### src/clcd_pkg.sv
// ----------------------------------------------------------------------------
// clcd_pkg
// Shared types, codes and constants of the character LCD bus write engine.
// ----------------------------------------------------------------------------
`default_nettype none

package clcd_pkg;

  localparam int GLYPH_SLOTS = 8;
  localparam int NUM_DIGITS  = 10;
  localparam int QUEUE_DEPTH = 2;
  localparam int QPTR_W      = (QUEUE_DEPTH > 1) ? $clog2(QUEUE_DEPTH) : 1;
  localparam int QCNT_W      = $clog2(QUEUE_DEPTH + 1);

  localparam int IN_DATA_W   = 64;
  localparam int IN_USER_W   = 3;
  localparam int OUT_DATA_W  = 16;
  localparam int OUT_USER_W  = 2;
  localparam int CFG_INDEX_W = 3;
  localparam int CFG_DATA_W  = 6;

  localparam logic [7:0] ROW1_OFFSET    = 8'h40;
  localparam logic [7:0] SET_DDRAM_CMD  = 8'h80;
  localparam logic [7:0] FUNC_SET_BASE  = 8'b0011_1000;
  localparam logic [7:0] DISP_CTRL_BASE = 8'b0000_1100;
  localparam logic [7:0] CLEAR_CMD      = 8'h01;
  localparam logic [7:0] CHAR_ZERO      = 8'h30;
  localparam logic [7:0] CHAR_MINUS     = 8'h2D;

  typedef enum logic [2:0] {
    OP_DATA   = 3'd0,
    OP_CMD    = 3'd1,
    OP_NUMBER = 3'd2,
    OP_CURSOR = 3'd3,
    OP_INIT   = 3'd4,
    OP_GLYPH  = 3'd5
  } opcode_t;

  typedef enum logic [2:0] {
    CFG_FOUR_BIT   = 3'd0,
    CFG_COLUMNS    = 3'd1,
    CFG_ROWS       = 3'd2,
    CFG_TWO_LINE   = 3'd3,
    CFG_LARGE_FONT = 3'd4,
    CFG_CURSOR     = 3'd5,
    CFG_BLINK      = 3'd6
  } cfg_idx_t;

  typedef struct packed {
    logic       four_bit;
    logic [5:0] column_count;
    logic [1:0] row_count;
    logic       two_line;
    logic       large_font;
    logic       cursor_shown;
    logic       cursor_blink;
  } cfg_t;

  localparam cfg_t CFG_RESET = '{
    four_bit:     1'b0,
    column_count: 6'd16,
    row_count:    2'd2,
    two_line:     1'b1,
    large_font:   1'b0,
    cursor_shown: 1'b0,
    cursor_blink: 1'b0
  };

  typedef enum logic [1:0] {
    K_BYTES  = 2'd0,
    K_NUMBER = 2'd1,
    K_ERROR  = 2'd2
  } kind_t;

  typedef struct packed {
    kind_t           kind;
    logic [1:0]      last_idx;
    logic [2:0]      rs;
    logic [2:0][7:0] bytes;
    logic [31:0]     number;
  } job_t;

  function automatic logic [33:0] pow10(input logic [3:0] p);
    logic [33:0] w;
    case (p)
      4'd0:    w = 34'd1;
      4'd1:    w = 34'd10;
      4'd2:    w = 34'd100;
      4'd3:    w = 34'd1000;
      4'd4:    w = 34'd10000;
      4'd5:    w = 34'd100000;
      4'd6:    w = 34'd1000000;
      4'd7:    w = 34'd10000000;
      4'd8:    w = 34'd100000000;
      4'd9:    w = 34'd1000000000;
      default: w = 34'd0;
    endcase
    return w;
  endfunction

endpackage

`default_nettype wire

### src/char_lcd_bus_write_engine_core.sv
// ----------------------------------------------------------------------------
// char_lcd_bus_write_engine_core
// Character LCD bus write engine: turns requests into register-select and
// bus value transfers for a 4-bit or 8-bit character display interface.
//
//   channel  direction  tdata                          tuser
//   in_      slave      byte_value number column row    opcode
//                       glyph_slot
//   out_     master     bus_value status               transfer register_select
//   cfg_     write      cfg_we / cfg_index / cfg_wdata, no read-back
//
// A request leaves the queue for the back end, which then gives one result
// per cycle while out_tready is high and no number is being converted; a
// number goes through its ten decades in the single compare and subtract unit.
// Reset is synchronous on rst_n; a two-entry job queue lets requests be
// accepted while earlier results are still stalled on the output register.
// ----------------------------------------------------------------------------
`default_nettype none

module char_lcd_bus_write_engine_core (
  input  wire logic                               clk,
  input  wire logic                               rst_n,
  input  wire logic                               in_tvalid,
  output logic                                    in_tready,
  input  wire logic [clcd_pkg::IN_DATA_W-1:0]     in_tdata,   // byte_value, number, column, row, glyph_slot
  input  wire logic [clcd_pkg::IN_USER_W-1:0]     in_tuser,   // opcode
  output logic                                    out_tvalid,
  input  wire logic                               out_tready,
  output logic [clcd_pkg::OUT_DATA_W-1:0]         out_tdata,  // bus_value, status
  output logic [clcd_pkg::OUT_USER_W-1:0]         out_tuser,  // transfer, register_select
  output logic                                    out_tlast,
  input  wire logic                               cfg_we,
  input  wire logic [clcd_pkg::CFG_INDEX_W-1:0]   cfg_index,
  input  wire logic [clcd_pkg::CFG_DATA_W-1:0]    cfg_wdata
);

  clcd_pkg::cfg_t cfg_r;
  clcd_pkg::job_t push_job;
  clcd_pkg::job_t pop_job;
  logic           push;
  logic           pop;
  logic           q_full;
  logic           q_empty;

  always_ff @(posedge clk) begin
    if (!rst_n) begin
      cfg_r <= clcd_pkg::CFG_RESET;
    end else if (cfg_we) begin
      unique case (clcd_pkg::cfg_idx_t'(cfg_index))
        clcd_pkg::CFG_FOUR_BIT:   cfg_r.four_bit     <= cfg_wdata[0];
        clcd_pkg::CFG_COLUMNS:    cfg_r.column_count <= cfg_wdata[5:0];
        clcd_pkg::CFG_ROWS:       cfg_r.row_count    <= cfg_wdata[1:0];
        clcd_pkg::CFG_TWO_LINE:   cfg_r.two_line     <= cfg_wdata[0];
        clcd_pkg::CFG_LARGE_FONT: cfg_r.large_font   <= cfg_wdata[0];
        clcd_pkg::CFG_CURSOR:     cfg_r.cursor_shown <= cfg_wdata[0];
        clcd_pkg::CFG_BLINK:      cfg_r.cursor_blink <= cfg_wdata[0];
        default: begin
        end
      endcase
    end
  end

  clcd_front u_front (
    .in_tvalid (in_tvalid),
    .in_tready (in_tready),
    .in_tdata  (in_tdata),
    .in_tuser  (in_tuser),
    .cfg       (cfg_r),
    .q_full    (q_full),
    .push      (push),
    .push_job  (push_job)
  );

  clcd_queue u_queue (
    .clk      (clk),
    .rst_n    (rst_n),
    .push     (push),
    .push_job (push_job),
    .full     (q_full),
    .pop      (pop),
    .pop_job  (pop_job),
    .empty    (q_empty)
  );

  clcd_back u_back (
    .clk        (clk),
    .rst_n      (rst_n),
    .cfg        (cfg_r),
    .q_empty    (q_empty),
    .q_job      (pop_job),
    .pop        (pop),
    .out_tvalid (out_tvalid),
    .out_tready (out_tready),
    .out_tdata  (out_tdata),
    .out_tuser  (out_tuser),
    .out_tlast  (out_tlast)
  );

endmodule

`default_nettype wire

### src/clcd_front.sv
// ----------------------------------------------------------------------------
// clcd_front
// Accepts requests, checks bounds and turns each known opcode into a job for the queue.
// ----------------------------------------------------------------------------
`default_nettype none

module clcd_front (
  input  wire logic                             in_tvalid,
  output logic                                  in_tready,
  input  wire logic [clcd_pkg::IN_DATA_W-1:0]   in_tdata,  // byte_value, number, column, row, glyph_slot
  input  wire logic [clcd_pkg::IN_USER_W-1:0]   in_tuser,  // opcode
  input  wire clcd_pkg::cfg_t                   cfg,
  input  wire logic                             q_full,
  output logic                                  push,
  output clcd_pkg::job_t                        push_job
);

  clcd_pkg::opcode_t op;
  logic [7:0]  byte_value;
  logic [31:0] number;
  logic [7:0]  column;
  logic [7:0]  row;
  logic [7:0]  glyph_slot;
  logic        pos_bad;
  logic        slot_bad;
  logic [7:0]  cursor_cmd;
  logic [7:0]  func_set;
  logic [7:0]  disp_ctrl;
  logic        known_op;

  assign op         = clcd_pkg::opcode_t'(in_tuser);
  assign byte_value = in_tdata[7:0];
  assign number     = in_tdata[39:8];
  assign column     = in_tdata[47:40];
  assign row        = in_tdata[55:48];
  assign glyph_slot = in_tdata[63:56];

  assign pos_bad  = (column >= {2'b00, cfg.column_count}) || (row >= {6'd0, cfg.row_count});
  assign slot_bad = glyph_slot >= 8'(clcd_pkg::GLYPH_SLOTS);

  assign cursor_cmd = clcd_pkg::SET_DDRAM_CMD |
                      ((row != 8'd0) ? (clcd_pkg::ROW1_OFFSET + column) : column);

  always_comb begin
    func_set = clcd_pkg::FUNC_SET_BASE;
    if (cfg.four_bit)   func_set[4] = 1'b0;
    if (!cfg.two_line)  func_set[3] = 1'b0;
    if (cfg.large_font) func_set[2] = 1'b1;
    disp_ctrl = clcd_pkg::DISP_CTRL_BASE;
    if (cfg.cursor_shown) disp_ctrl[1] = 1'b1;
    if (cfg.cursor_blink) disp_ctrl[0] = 1'b1;
  end

  always_comb begin
    push_job          = '0;
    push_job.kind     = clcd_pkg::K_BYTES;
    push_job.number   = number;
    known_op          = 1'b1;
    unique case (op)
      clcd_pkg::OP_DATA: begin
        push_job.bytes[0] = byte_value;
        push_job.rs[0]    = 1'b1;
      end
      clcd_pkg::OP_CMD: begin
        push_job.bytes[0] = byte_value;
      end
      clcd_pkg::OP_NUMBER: begin
        push_job.kind = clcd_pkg::K_NUMBER;
      end
      clcd_pkg::OP_CURSOR: begin
        if (pos_bad) push_job.kind = clcd_pkg::K_ERROR;
        push_job.bytes[0] = cursor_cmd;
      end
      clcd_pkg::OP_INIT: begin
        push_job.bytes[0] = func_set;
        push_job.bytes[1] = disp_ctrl;
        push_job.bytes[2] = clcd_pkg::CLEAR_CMD;
        push_job.last_idx = 2'd2;
      end
      clcd_pkg::OP_GLYPH: begin
        if (slot_bad || pos_bad) push_job.kind = clcd_pkg::K_ERROR;
        push_job.bytes[0] = cursor_cmd;
        push_job.bytes[1] = glyph_slot;
        push_job.rs[1]    = 1'b1;
        push_job.last_idx = 2'd1;
      end
      default: begin
        known_op = 1'b0;
      end
    endcase
  end

  assign in_tready = !q_full;
  assign push      = in_tvalid && in_tready && known_op;

endmodule

`default_nettype wire

### src/clcd_queue.sv
// ----------------------------------------------------------------------------
// clcd_queue
// Short job queue between the request front and the transfer back end.
// ----------------------------------------------------------------------------
`default_nettype none

module clcd_queue (
  input  wire logic           clk,
  input  wire logic           rst_n,
  input  wire logic           push,
  input  wire clcd_pkg::job_t push_job,
  output logic                full,
  input  wire logic           pop,
  output clcd_pkg::job_t      pop_job,
  output logic                empty
);

  clcd_pkg::job_t                 slots_r [clcd_pkg::QUEUE_DEPTH];
  logic [clcd_pkg::QPTR_W-1:0]    wr_ptr_r;
  logic [clcd_pkg::QPTR_W-1:0]    rd_ptr_r;
  logic [clcd_pkg::QCNT_W-1:0]    count_r;

  localparam logic [clcd_pkg::QPTR_W-1:0] PTR_LAST = clcd_pkg::QPTR_W'(clcd_pkg::QUEUE_DEPTH - 1);
  localparam logic [clcd_pkg::QCNT_W-1:0] CNT_FULL = clcd_pkg::QCNT_W'(clcd_pkg::QUEUE_DEPTH);

  assign full    = count_r == CNT_FULL;
  assign empty   = count_r == '0;
  assign pop_job = slots_r[rd_ptr_r];

  always_ff @(posedge clk) begin
    if (push) slots_r[wr_ptr_r] <= push_job;
  end

  always_ff @(posedge clk) begin
    if (!rst_n) begin
      wr_ptr_r <= '0;
      rd_ptr_r <= '0;
      count_r  <= '0;
    end else begin
      if (push) wr_ptr_r <= (wr_ptr_r == PTR_LAST) ? '0 : wr_ptr_r + 1'b1;
      if (pop)  rd_ptr_r <= (rd_ptr_r == PTR_LAST) ? '0 : rd_ptr_r + 1'b1;
      if (push && !pop)      count_r <= count_r + 1'b1;
      else if (pop && !push) count_r <= count_r - 1'b1;
    end
  end

endmodule

`default_nettype wire

### src/clcd_back.sv
// ----------------------------------------------------------------------------
// clcd_back
// Carries out jobs: decimal conversion, nibble splitting and the result
// register towards the bus side.
// ----------------------------------------------------------------------------
`default_nettype none

module clcd_back (
  input  wire logic                              clk,
  input  wire logic                              rst_n,
  input  wire clcd_pkg::cfg_t                    cfg,
  input  wire logic                              q_empty,
  input  wire clcd_pkg::job_t                    q_job,
  output logic                                   pop,
  output logic                                   out_tvalid,
  input  wire logic                              out_tready,
  output logic [clcd_pkg::OUT_DATA_W-1:0]        out_tdata,  // bus_value, status
  output logic [clcd_pkg::OUT_USER_W-1:0]        out_tuser,  // transfer, register_select
  output logic                                   out_tlast
);

  typedef enum logic [1:0] {
    S_IDLE,
    S_ERR,
    S_SEND,
    S_CONV
  } state_t;

  state_t            state_r;
  clcd_pkg::kind_t   kind_r;
  logic [2:0][7:0]   bytes_r;
  logic [2:0]        rs_r;
  logic [1:0]        last_idx_r;
  logic [1:0]        idx_r;
  logic [7:0]        cur_byte_r;
  logic              cur_rs_r;
  logic              cur_last_r;
  logic              lo_phase_r;
  logic              pending_r;
  logic [31:0]       mag_r;
  logic [3:0]        pos_r;
  logic [1:0]        step_r;
  logic [3:0]        digit_r;
  logic              started_r;

  logic              out_valid_r;
  logic              out_xfer_r;
  logic              out_rs_r;
  logic [7:0]        out_bus_r;
  logic              out_status_r;
  logic              out_last_r;

  logic              slot_free;
  logic              emit;
  logic              send_fin;
  logic [1:0]        next_idx;
  logic [33:0]       weight;
  logic              ge;
  logic [3:0]        digit_new;
  logic [31:0]       mag_new;
  logic [31:0]       q_mag;

  assign slot_free = !out_valid_r || out_tready;
  assign emit      = slot_free && ((state_r == S_ERR) || (state_r == S_SEND));
  assign send_fin  = slot_free && (!cfg.four_bit || lo_phase_r);
  assign next_idx  = idx_r + 2'd1;
  assign pop       = (state_r == S_IDLE) && !q_empty;
  assign q_mag     = q_job.number[31] ? (32'd0 - q_job.number) : q_job.number;

  // one restoring step per cycle: weights 8, 4, 2, 1 times the decade
  assign weight    = clcd_pkg::pow10(pos_r) << (2'd3 - step_r);
  assign ge        = {2'b00, mag_r} >= weight;
  assign digit_new = ge ? (digit_r | (4'b1000 >> step_r)) : digit_r;
  assign mag_new   = ge ? (mag_r - weight[31:0]) : mag_r;

  always_ff @(posedge clk) begin
    if (!rst_n) begin
      state_r     <= S_IDLE;
      pending_r   <= 1'b1;
      out_valid_r <= 1'b0;
    end else begin
      if (emit)            out_valid_r <= 1'b1;
      else if (out_tready) out_valid_r <= 1'b0;
      unique case (state_r)
        S_IDLE: begin
          if (!q_empty) begin
            kind_r     <= q_job.kind;
            bytes_r    <= q_job.bytes;
            rs_r       <= q_job.rs;
            last_idx_r <= q_job.last_idx;
            idx_r      <= 2'd0;
            lo_phase_r <= 1'b0;
            unique case (q_job.kind)
              clcd_pkg::K_BYTES: begin
                cur_byte_r <= q_job.bytes[0];
                cur_rs_r   <= q_job.rs[0];
                cur_last_r <= q_job.last_idx == 2'd0;
                state_r    <= S_SEND;
              end
              clcd_pkg::K_NUMBER: begin
                mag_r      <= q_mag;
                pos_r      <= 4'(clcd_pkg::NUM_DIGITS - 1);
                step_r     <= 2'd0;
                digit_r    <= 4'd0;
                started_r  <= 1'b0;
                cur_byte_r <= clcd_pkg::CHAR_MINUS;
                cur_rs_r   <= 1'b1;
                cur_last_r <= 1'b0;
                state_r    <= q_job.number[31] ? S_SEND : S_CONV;
              end
              clcd_pkg::K_ERROR: begin
                state_r <= S_ERR;
              end
              default: begin
                state_r <= S_IDLE;
              end
            endcase
          end
        end
        S_ERR: begin
          if (slot_free) begin
            out_xfer_r   <= 1'b0;
            out_rs_r     <= 1'b0;
            out_bus_r    <= 8'd0;
            out_status_r <= 1'b1;
            out_last_r   <= 1'b1;
            state_r      <= S_IDLE;
          end
        end
        S_SEND: begin
          if (slot_free) begin
            out_xfer_r   <= 1'b1;
            out_rs_r     <= cur_rs_r;
            out_status_r <= 1'b0;
            if (!cfg.four_bit) begin
              out_bus_r  <= cur_byte_r;
              out_last_r <= cur_last_r;
            end else if (!lo_phase_r) begin
              out_bus_r  <= {cur_byte_r[7:4], 4'd0};
              out_last_r <= 1'b0;
              // first byte ever repeats its high nibble
              if (pending_r) pending_r  <= 1'b0;
              else           lo_phase_r <= 1'b1;
            end else begin
              out_bus_r  <= {cur_byte_r[3:0], 4'd0};
              out_last_r <= cur_last_r;
              lo_phase_r <= 1'b0;
            end
          end
          if (send_fin) begin
            if (cur_last_r) begin
              state_r <= S_IDLE;
            end else if (kind_r == clcd_pkg::K_NUMBER) begin
              state_r <= S_CONV;
            end else begin
              idx_r      <= next_idx;
              cur_byte_r <= bytes_r[next_idx];
              cur_rs_r   <= rs_r[next_idx];
              cur_last_r <= next_idx == last_idx_r;
            end
          end
        end
        S_CONV: begin
          mag_r <= mag_new;
          if (step_r == 2'd3) begin
            step_r  <= 2'd0;
            digit_r <= 4'd0;
            if (pos_r != 4'd0) pos_r <= pos_r - 4'd1;
            // leading zeros are dropped, the units digit always goes out
            if (digit_new != 4'd0 || started_r || pos_r == 4'd0) begin
              started_r  <= 1'b1;
              cur_byte_r <= clcd_pkg::CHAR_ZERO + {4'd0, digit_new};
              cur_rs_r   <= 1'b1;
              cur_last_r <= pos_r == 4'd0;
              state_r    <= S_SEND;
            end
          end else begin
            step_r  <= step_r + 2'd1;
            digit_r <= digit_new;
          end
        end
        default: begin
          state_r <= S_IDLE;
        end
      endcase
    end
  end

  assign out_tvalid = out_valid_r;
  assign out_tdata  = {7'd0, out_status_r, out_bus_r};
  assign out_tuser  = {out_rs_r, out_xfer_r};
  assign out_tlast  = out_last_r;

endmodule

`default_nettype wire

### config.mk
export PLATFORM = sky130hd
export DESIGN_NAME = char_lcd_bus_write_engine_core
export DESIGN_NICKNAME = d
export VERILOG_FILES = /design/src/clcd_pkg.sv /design/src/char_lcd_bus_write_engine_core.sv /design/src/clcd_front.sv /design/src/clcd_queue.sv /design/src/clcd_back.sv
export SDC_FILE = /design/constraint.sdc
export NUM_CORES = 1
export LEC_CHECK = 0
export BUFFER_PORTS_ARGS = -buffer_cell sky130_fd_sc_hd__buf_4
export CORE_MARGIN = 1
export CORE_UTILIZATION = 30
export DETAILED_ROUTE_END_ITERATION = 10
export SLEW_MARGIN = 15
export SYNTH_ARGS = -nofsm -noshare
export SYNTH_HDL_FRONTEND = slang
export SYNTH_SLANG_ARGS = --single-unit
### constraint.sdc
create_clock -name clk -period 6.9 [get_ports clk]
set_input_delay 1.38 -clock clk [delete_from_list [all_inputs] [get_ports clk]]
set_output_delay 1.38 -clock clk [all_outputs]
set_load 0.01 [all_outputs]
==> results of run 1 <==
[layout make-up]
type                    instances  area, µm²  share of cell area [%]
well taps                     585      732.0                   4.731
clock inverters                 8      93.84                  0.6066
inverters                      57      214.0                   1.383
flip-flops and latches        243       6850                   44.28
repair buffers                104      780.7                   5.047
multi-input cells             863       6038                   39.03
clock buffers                  40      760.7                   4.918
[through the flow]
step	cells	instance area [µm²]	util (%)	setup slack (ns)	total power [mW]
2_1_floorplan	1222	13360	-	2.139	3.697
3_3_place_gp	1852	14610	33.62	1.941	4.203
3_5_place_dp	1852	14610	33.62	1.780	4.232
4_1_cts	1900	15460	35.59	1.709	5.642
5_1_grt	1900	15470	35.60	1.389	5.957
6_report	1900	15470	35.60	1.744	5.605
[kinds of logic after synthesis]
| family | synth area share, % |
|---|---|
| simple gates | 13.45 |
| compound gates | 12.62 |
| flops | 51.33 |
| buf+inv | 3.743 |
| mux | 9.493 |
| xor+xnor | 3.940 |
| fa+ha+maj | 5.403 |
| other cells | 0.02811 |
[Yosys cell counts (7+ instances only)]
| cell type | count | area (µm²) |
|---|---|---|
| a211oi_1 | 7 | 52.55 |
| a21o_1 | 15 | 112.6 |
| a21oi_1 | 57 | 285.3 |
| a31oi_1 | 13 | 81.33 |
| and2_1 | 14 | 87.58 |
| and3_1 | 16 | 100.1 |
| buf_1 | 9 | 33.78 |
| buf_2 | 9 | 45.04 |
| buf_4 | 12 | 90.09 |
| clkbuf_1 | 28 | 105.1 |
| dfxtp_1 | 45 | 900.9 |
| edfxtp_1 | 198 | 5946 |
| ha_1 | 56 | 700.7 |
| inv_1 | 55 | 206.5 |
| mux2_2 | 29 | 326.6 |
| mux2i_1 | 68 | 680.7 |
| mux4_2 | 11 | 247.7 |
| nand2_1 | 113 | 424.2 |
| nand2b_1 | 21 | 131.4 |
| nand3_1 | 21 | 105.1 |
| nor2_1 | 94 | 352.8 |
| nor2b_1 | 10 | 62.56 |
| nor3_1 | 30 | 150.1 |
| nor3b_1 | 11 | 82.58 |
| nor4_1 | 8 | 50.05 |
| o211ai_1 | 8 | 60.06 |
| o21a_1 | 11 | 82.58 |
| o21ai_0 | 65 | 325.3 |
| o21ai_1 | 20 | 100.1 |
| o221ai_1 | 7 | 61.31 |
| or3_1 | 8 | 50.05 |
| xnor2_1 | 28 | 245.2 |
| xor2_1 | 32 | 280.3 |
[critical path, delay by kind of cell (launching register included)]
family                     cells  cell delay, ns
AOI/OAI and AO/OA              4            0.79
adders and majority gates      1            0.42
DFF                            1            1.04
buffers and inverters          1            0.48
and+or+nand+nor                6            2.01
[report_power, final]
group          switching, mW  internal (mW)  leakage (nW)
Combinational           1.26          0.836          3.09
Clock                  0.577          0.802         0.422
Sequential             0.170           1.96          2.20
Total                   2.01           3.60          5.72
[routing by layer]
layer | global-route usage, % | routed length [µm]
met4 | 4.589 | 719
met3 | 1.427 | 1140
met5 | 0 | 0
met2 | 21.11 | 13650
met1 | 18.14 | 14050
[sequential cells by signal, indices dropped and copies added, names as in the netlist, 2 cells and up, named ones only]
register and flops:
u_back.cur_byte_r 8, u_back.mag_r 32, u_queue.count_r 2, u_back.last_idx_r 2, u_back.bytes_r 17, u_back.pos_r 4, u_back.out_bus_r 8, u_queue.slots_r 108
u_back.idx_r 2, u_back.digit_r 4, u_back.state_r 2, u_back.step_r 2, u_back.kind_r 2, cfg_r 13
[worst paths after layout]
| path | start | to | slack [ns] | cells after the start |
|---|---|---|---|---|
| hold / removal | u_back.pending_r | u_back.pending_r | 0.47 | 2 |
| hold reg to reg | u_back.pending_r | u_back.pending_r | 0.47 | 2 |
| setup reg to reg | u_back.step_r[0] | u_back.cur_byte_r[6] | 1.74 | 12 |
| setup / recovery | u_back.step_r[0] | u_back.cur_byte_r[6] | 1.74 | 12 |
==> impl_metrics.csv, run 1 <==
group,metric,value,unit
outcome,status,"complete, no violations",
clocking,postCtsSetupBuffers,0,
floorplanning,dieArea,45310,µm²
layout,drive_gt1_share,15.82,%
yosys,ys_seq_area_share,51.33,%
sta,hold_viol_final,0,
worst_setup_path,critPathCaptureType,"flop",
grt,grt_max_degree,56,
sta,finClkSkew,0.02568,ns
clocking,clkSlewWorstSetupHoldPaths,0.07,ns
placed_design,portBuffers,94,
grt,grt_pass1_vias,9150,
floorplanning,ios,102,
layout,num_antenna_cells,0,
floorplanning,core_area,43460,µm²
drt,ant_nets,0,
drt,via_per_inst,4.935,
sta,whs,0.4693,ns
drt,wl_per_cell,15.56,µm
worst_setup_path,cp.required,7.09,ns
clocking,clk_latency,0.57,ns
worst_setup_path,crit_top_cell,"nor2_1",
clocking,cts_hold_buf,0,
drt,first_iter_violations,506,
power_and_ir_drop,leakage,5.717,nW
clocking,root_buffer,"clkbuf_16",
worst_setup_path,crit_fanout,25,
placed_design,hpwl,21.56,mm
clocking,cts-resized-gates,0,
sta,tns,0,ns
grt,grt.total_usage,13.09,%
yosys,syn_area,13340,µm²
layout,fillers,4321,
yosys,syn-instance-count,1216,
worst_setup_path,cpPeakStageDelay,1.04,ns
floorplanning,rows,76,
yosys,ys_dominant_reg_cell,"edfxtp_1",
drt,wl,29.57,mm
sta,min_period,5.156,ns
power_and_ir_drop,pwr_density_cell,362.3,nW/µm²
clocking,cts_tree,"built",
grt,grt_antenna_before_repair,0,
sta,rsz0062_at_grt,"no",
floorplanning,die_h,212.9,µm
worst_setup_path,crit_slowest_cell,"edfxtp_1",
yosys,async_flop_share,0,%
sta,fmax,193.9,MHz
sta,tightest_slew,1.049,ns
layout,final_cell_mix,"edfxtp_1, nand2_1, buf_4",
yosys,avgSynthCellArea,10.97,µm²
worst_setup_path,cp.arrival,5.34,ns
floorplanning,die_w,212.9,µm
worst_setup_path,critPathLaunchType,"flop",
layout,area_delta_synth_final,15.97,%
sta,report.final.slew_viol_count,0,
sta,max_slew_margin,30.04,%
worst_setup_path,crit_chain,"inv_1 > nor2_1 > a21oi_1 > ha_1 > and4_4 > and3_1 > o311ai_1 > a31oi_2 > a211oi_2 > nor3_1 > nor2_1 > nor4b_2",
yosys,synth_seq_cells,243,
clocking,htree_levels,1,
layout,fin_nets,1433,
floorplanning,initial_utilization,30.70,%
worst_setup_path,path_class,"reg -> reg",
drt,drc,0,
drt,dr.pass1.iters,7,
grt,grt_first_pass_wirelength,47.49,mm
placed_design,gp_congestion,0.8487,
hold_path,hold_class,"reg -> reg",
clocking,clockBufferDepth,3,
grt,gr-total-overflow,0,
sta,fin_crit_sh,74.73,%
sta,setup_viol,0,
yosys,synth.yosys.warnings,0,
layout,layout_commonest_cell,"edfxtp_1",
clocking,clock_sinks,243,
job,max-cap-violations,0,
yosys,synth_cell_types,82,
clocking,cts_buffers,26,
power_and_ir_drop,ir_worst_vdd,173.8,µV
yosys,synth_enable_flop_cells,198,
drt,routed-via-count,9377,
No activity file was read; power rests on OpenSTA's default activity.
==> inputs of run 2 (changes only) <==
--- a/config.mk
+++ b/config.mk
@@ -5,6 +5,7 @@
 export SDC_FILE = /design/constraint.sdc
 export NUM_CORES = 1
 export LEC_CHECK = 0
+export ABC_AREA = 1
 export BUFFER_PORTS_ARGS = -buffer_cell sky130_fd_sc_hd__buf_4
 export CORE_MARGIN = 1
 export CORE_UTILIZATION = 30
==> constraint.sdc (replaced) <==
create_clock -name clk -period 5.1 [get_ports clk]
set_input_delay 1.02 -clock clk [delete_from_list [all_inputs] [get_ports clk]]
set_output_delay 1.02 -clock clk [all_outputs]
set_load 0.01 [all_outputs]
==> run 2 against run 1 <==
  * Cell area up 2.8%
  * Die area grew 2.4%
  * Global-route usage up 1.7 points
  * Sequential share of layout area shrank 1.2 points
  * Sequential cell count unchanged
  * Synthesized cell count grew 29%
  * Total power rose by 56%
  * Core utilization increased by 0.070 points
  * Routed wire length grew 17%
  * Setup slack lost 0.70 ns
  * Critical path depth increased by 9
  * Sequential power grew 35%
  * Highest routed layer unchanged
==> impl_metrics.csv, run 2 <==
group,metric,value,unit
outcome,status,"complete, no violations",
yosys,syn-instance-count,1572,
layout,finalNonFillerCells,2276,
power_and_ir_drop,leakage,6.493,nW
yosys,yosysMostFrequentCell,"nand2_1",
layout,num_antenna_cells,0,
yosys,syn_area,13660,µm²
hold_path,hold_class,"reg -> reg",
layout,area_delta_synth_final,16.45,%
power_and_ir_drop,ir_worst_vdd,265.7,µV
layout,drive_gt1_share,14.07,%
drt,drc,0,
drt,wl_per_cell,15.15,µm
worst_setup_path,startpoint,"u_back.step_r[0]",
sta,report.final.slew_viol_count,0,
clocking,root_buffer,"clkbuf_16",
placed_design,gp_congestion,0.9484,
hold_path,min-delay-start,"cfg_r[11]",
floorplanning,die_h,215.4,µm
clocking,clkSlewWorstSetupHoldPaths,0.06,ns
yosys,async_flop_share,0,%
drt,first_iter_violations,853,
layout,largest_register_ffs,108,
worst_setup_path,cp.arrival,4.24,ns
drt,routed-via-count,10830,
sta,fin_crit_sh,79.56,%
placed_design,dp_cells,2229,
floorplanning,dieArea,46400,µm²
layout,top_register,"u_queue.slots_r",
worst_setup_path,rr_startpoint,"u_back.step_r[0]",
placed_design,pre_cts_slack,1.068,ns
floorplanning,rows,77,
clocking,htree_levels,1,
power_and_ir_drop,pwr_density_cell,549.3,nW/µm²
sta,min_period,4.058,ns
sta,finClkSkew,0.01789,ns
clocking,clockBufferDepth,3,
placed_design,hpwl,26.08,mm
clocking,postCtsSetupBuffers,0,
sta,max_slew_margin,37.70,%
yosys,synth_enable_flop_cells,198,
clocking,cts_buffers,26,
sta,setup_ws,1.042,ns
yosys,avgSynthCellArea,8.692,µm²
grt,grt_max_degree,47,
layout,final_cell_mix,"nand2_1, edfxtp_1, inv_1",
clocking,cts-resized-gates,0,
yosys,yosys.area.top_type_share,43.52,%
floorplanning,die_w,215.4,µm
clocking,clock_sinks,243,
layout,layout_commonest_cell,"nand2_1",
grt,grt_first_pass_wirelength,55.83,mm
clocking,clk_latency,0.56,ns
clocking,cts_tree,"built",
grt,gr-total-overflow,0,
floorplanning,initial_utilization,30.63,%
worst_setup_path,critPathLaunchType,"flop",
drt,wl,34.49,mm
sta,fmax,246.5,MHz
drt,dr.pass1.iters,5,
worst_setup_path,critPathCaptureType,"flop",
layout,top_regs,"u_queue.slots_r: 108 flops, u_back.mag_r: 32 flops, u_back.bytes_r: 17 flops",
sta,tns,0,ns
placed_design,portBuffers,94,
worst_setup_path,cp.required,5.29,ns
grt,grt_antenna_before_repair,0,
sta,rsz0062_at_grt,"no",
yosys,ys_seq_area_share,50.11,%
layout,fin_area,15910,µm²
placed_design,dpl_cell_area,14990,µm²
sta,hold_viol_final,0,
sta,tightest_slew,0.9335,ns
worst_setup_path,path_class,"reg -> reg",
clocking,cts_hold_buf,0,
yosys,synth.yosys.warnings,0,
grt,grt.total_usage,14.76,%
job,max-cap-violations,0,
grt,grt_pass1_vias,10500,
yosys,ys_top_cells_by_area,"edfxtp_1, nand2_1, dfxtp_1",
yosys,synth_cell_types,61,
floorplanning,core_area,44610,µm²
worst_setup_path,crit_fanout,22,
yosys,ys_top_cells_by_count,"nand2_1, edfxtp_1, inv_1, nor2_1, o21ai_0",
sta,setup_viol,0,
layout,fin_nets,1803,
drt,ant_nets,0,
yosys,synth_seq_cells,243,
yosys,ys_dominant_reg_cell,"edfxtp_1",
floorplanning,ios,102,
sta,whs,0.4591,ns
drt,via_per_inst,4.759,
yosys,synth_top_area_cell,"edfxtp_1",
## run 2: worst max-delay path, cell delays in order (launching register included)
cell      delay [ns]
edfxtp_1        0.38
inv_1           0.49
nand2_1         0.14
nand2_1         0.09
inv_1           0.05
nand2_1         0.05
o21ai_0         0.14
ha_1            0.40
nand2_1         0.15
nor2_1          0.17
nand2_1         0.07
inv_1           0.07
nand4_1         0.08
nand3_1         0.16
nand2_1         0.08
nand2_1         0.18
nand2_1         0.11
nand3_1         0.08
nor2_1          0.04
nand2_1         0.15
nand2_1         0.09
nor2_1          0.49
## run 2: cells by family (layout without fill, tap and decap cells)
kind of cell	count (synthesis)	after routing	synth area share (%)
AND/OR/NAND/NOR	688	688	21.83
multiplexers	11	11	1.016
adder cells (fa/ha/maj)	57	57	5.275
XOR/XNOR	13	13	0.8333
flip-flops	243	243	50.11
AO/OA/AOI/OAI	316	316	13.51
buffers and inverters	243	349	7.399
other	1	7	0.02745
## run 2: stage by stage
step           utilization, %  power [mW]
4_1_cts                 35.67       8.770
6_report                35.67       8.740
5_1_grt                 35.67       9.384
2_1_floorplan               -       5.633
3_5_place_dp            33.60       6.697
3_3_place_gp            33.60       6.655
## run 2: final timing paths
kind,to,slack (ns),depth (start not counted)
max,u_back.cur_byte_r[2],1.04,21
min,cfg_r[11],0.46,2
max reg2reg,u_back.cur_byte_r[2],1.04,21
min reg2reg,cfg_r[11],0.46,2
## run 2: metal layers
layer	vias up	track usage, %	share of wire (%)
met5	-	0	0
met1	5053	20.58	47
met4	0	3.546	1.6
li1	5482	-	-
met2	263	24.38	46
met3	33	1.677	5.0
## run 2: power breakdown
part | internal (mW) | leakage [nW] | switching [mW]
logic | 1.23 | 3.84 | 2.59
clock network | 1.25 | 0.448 | 0.806
registers | 2.69 | 2.20 | 0.175
## run 2: final cells by class
| type | count | area, µm² |
|---|---|---|
| clock buffers | 31 | 669.4 |
| clock inverters | 16 | 255.2 |
| fillers | 4516 | 28700 |
| inverters | 192 | 721.9 |
| multi-input cells | 1092 | 5849 |
| flip-flops and latches | 243 | 6848 |
| well taps | 592 | 740.7 |
| repair buffers | 110 | 825.8 |
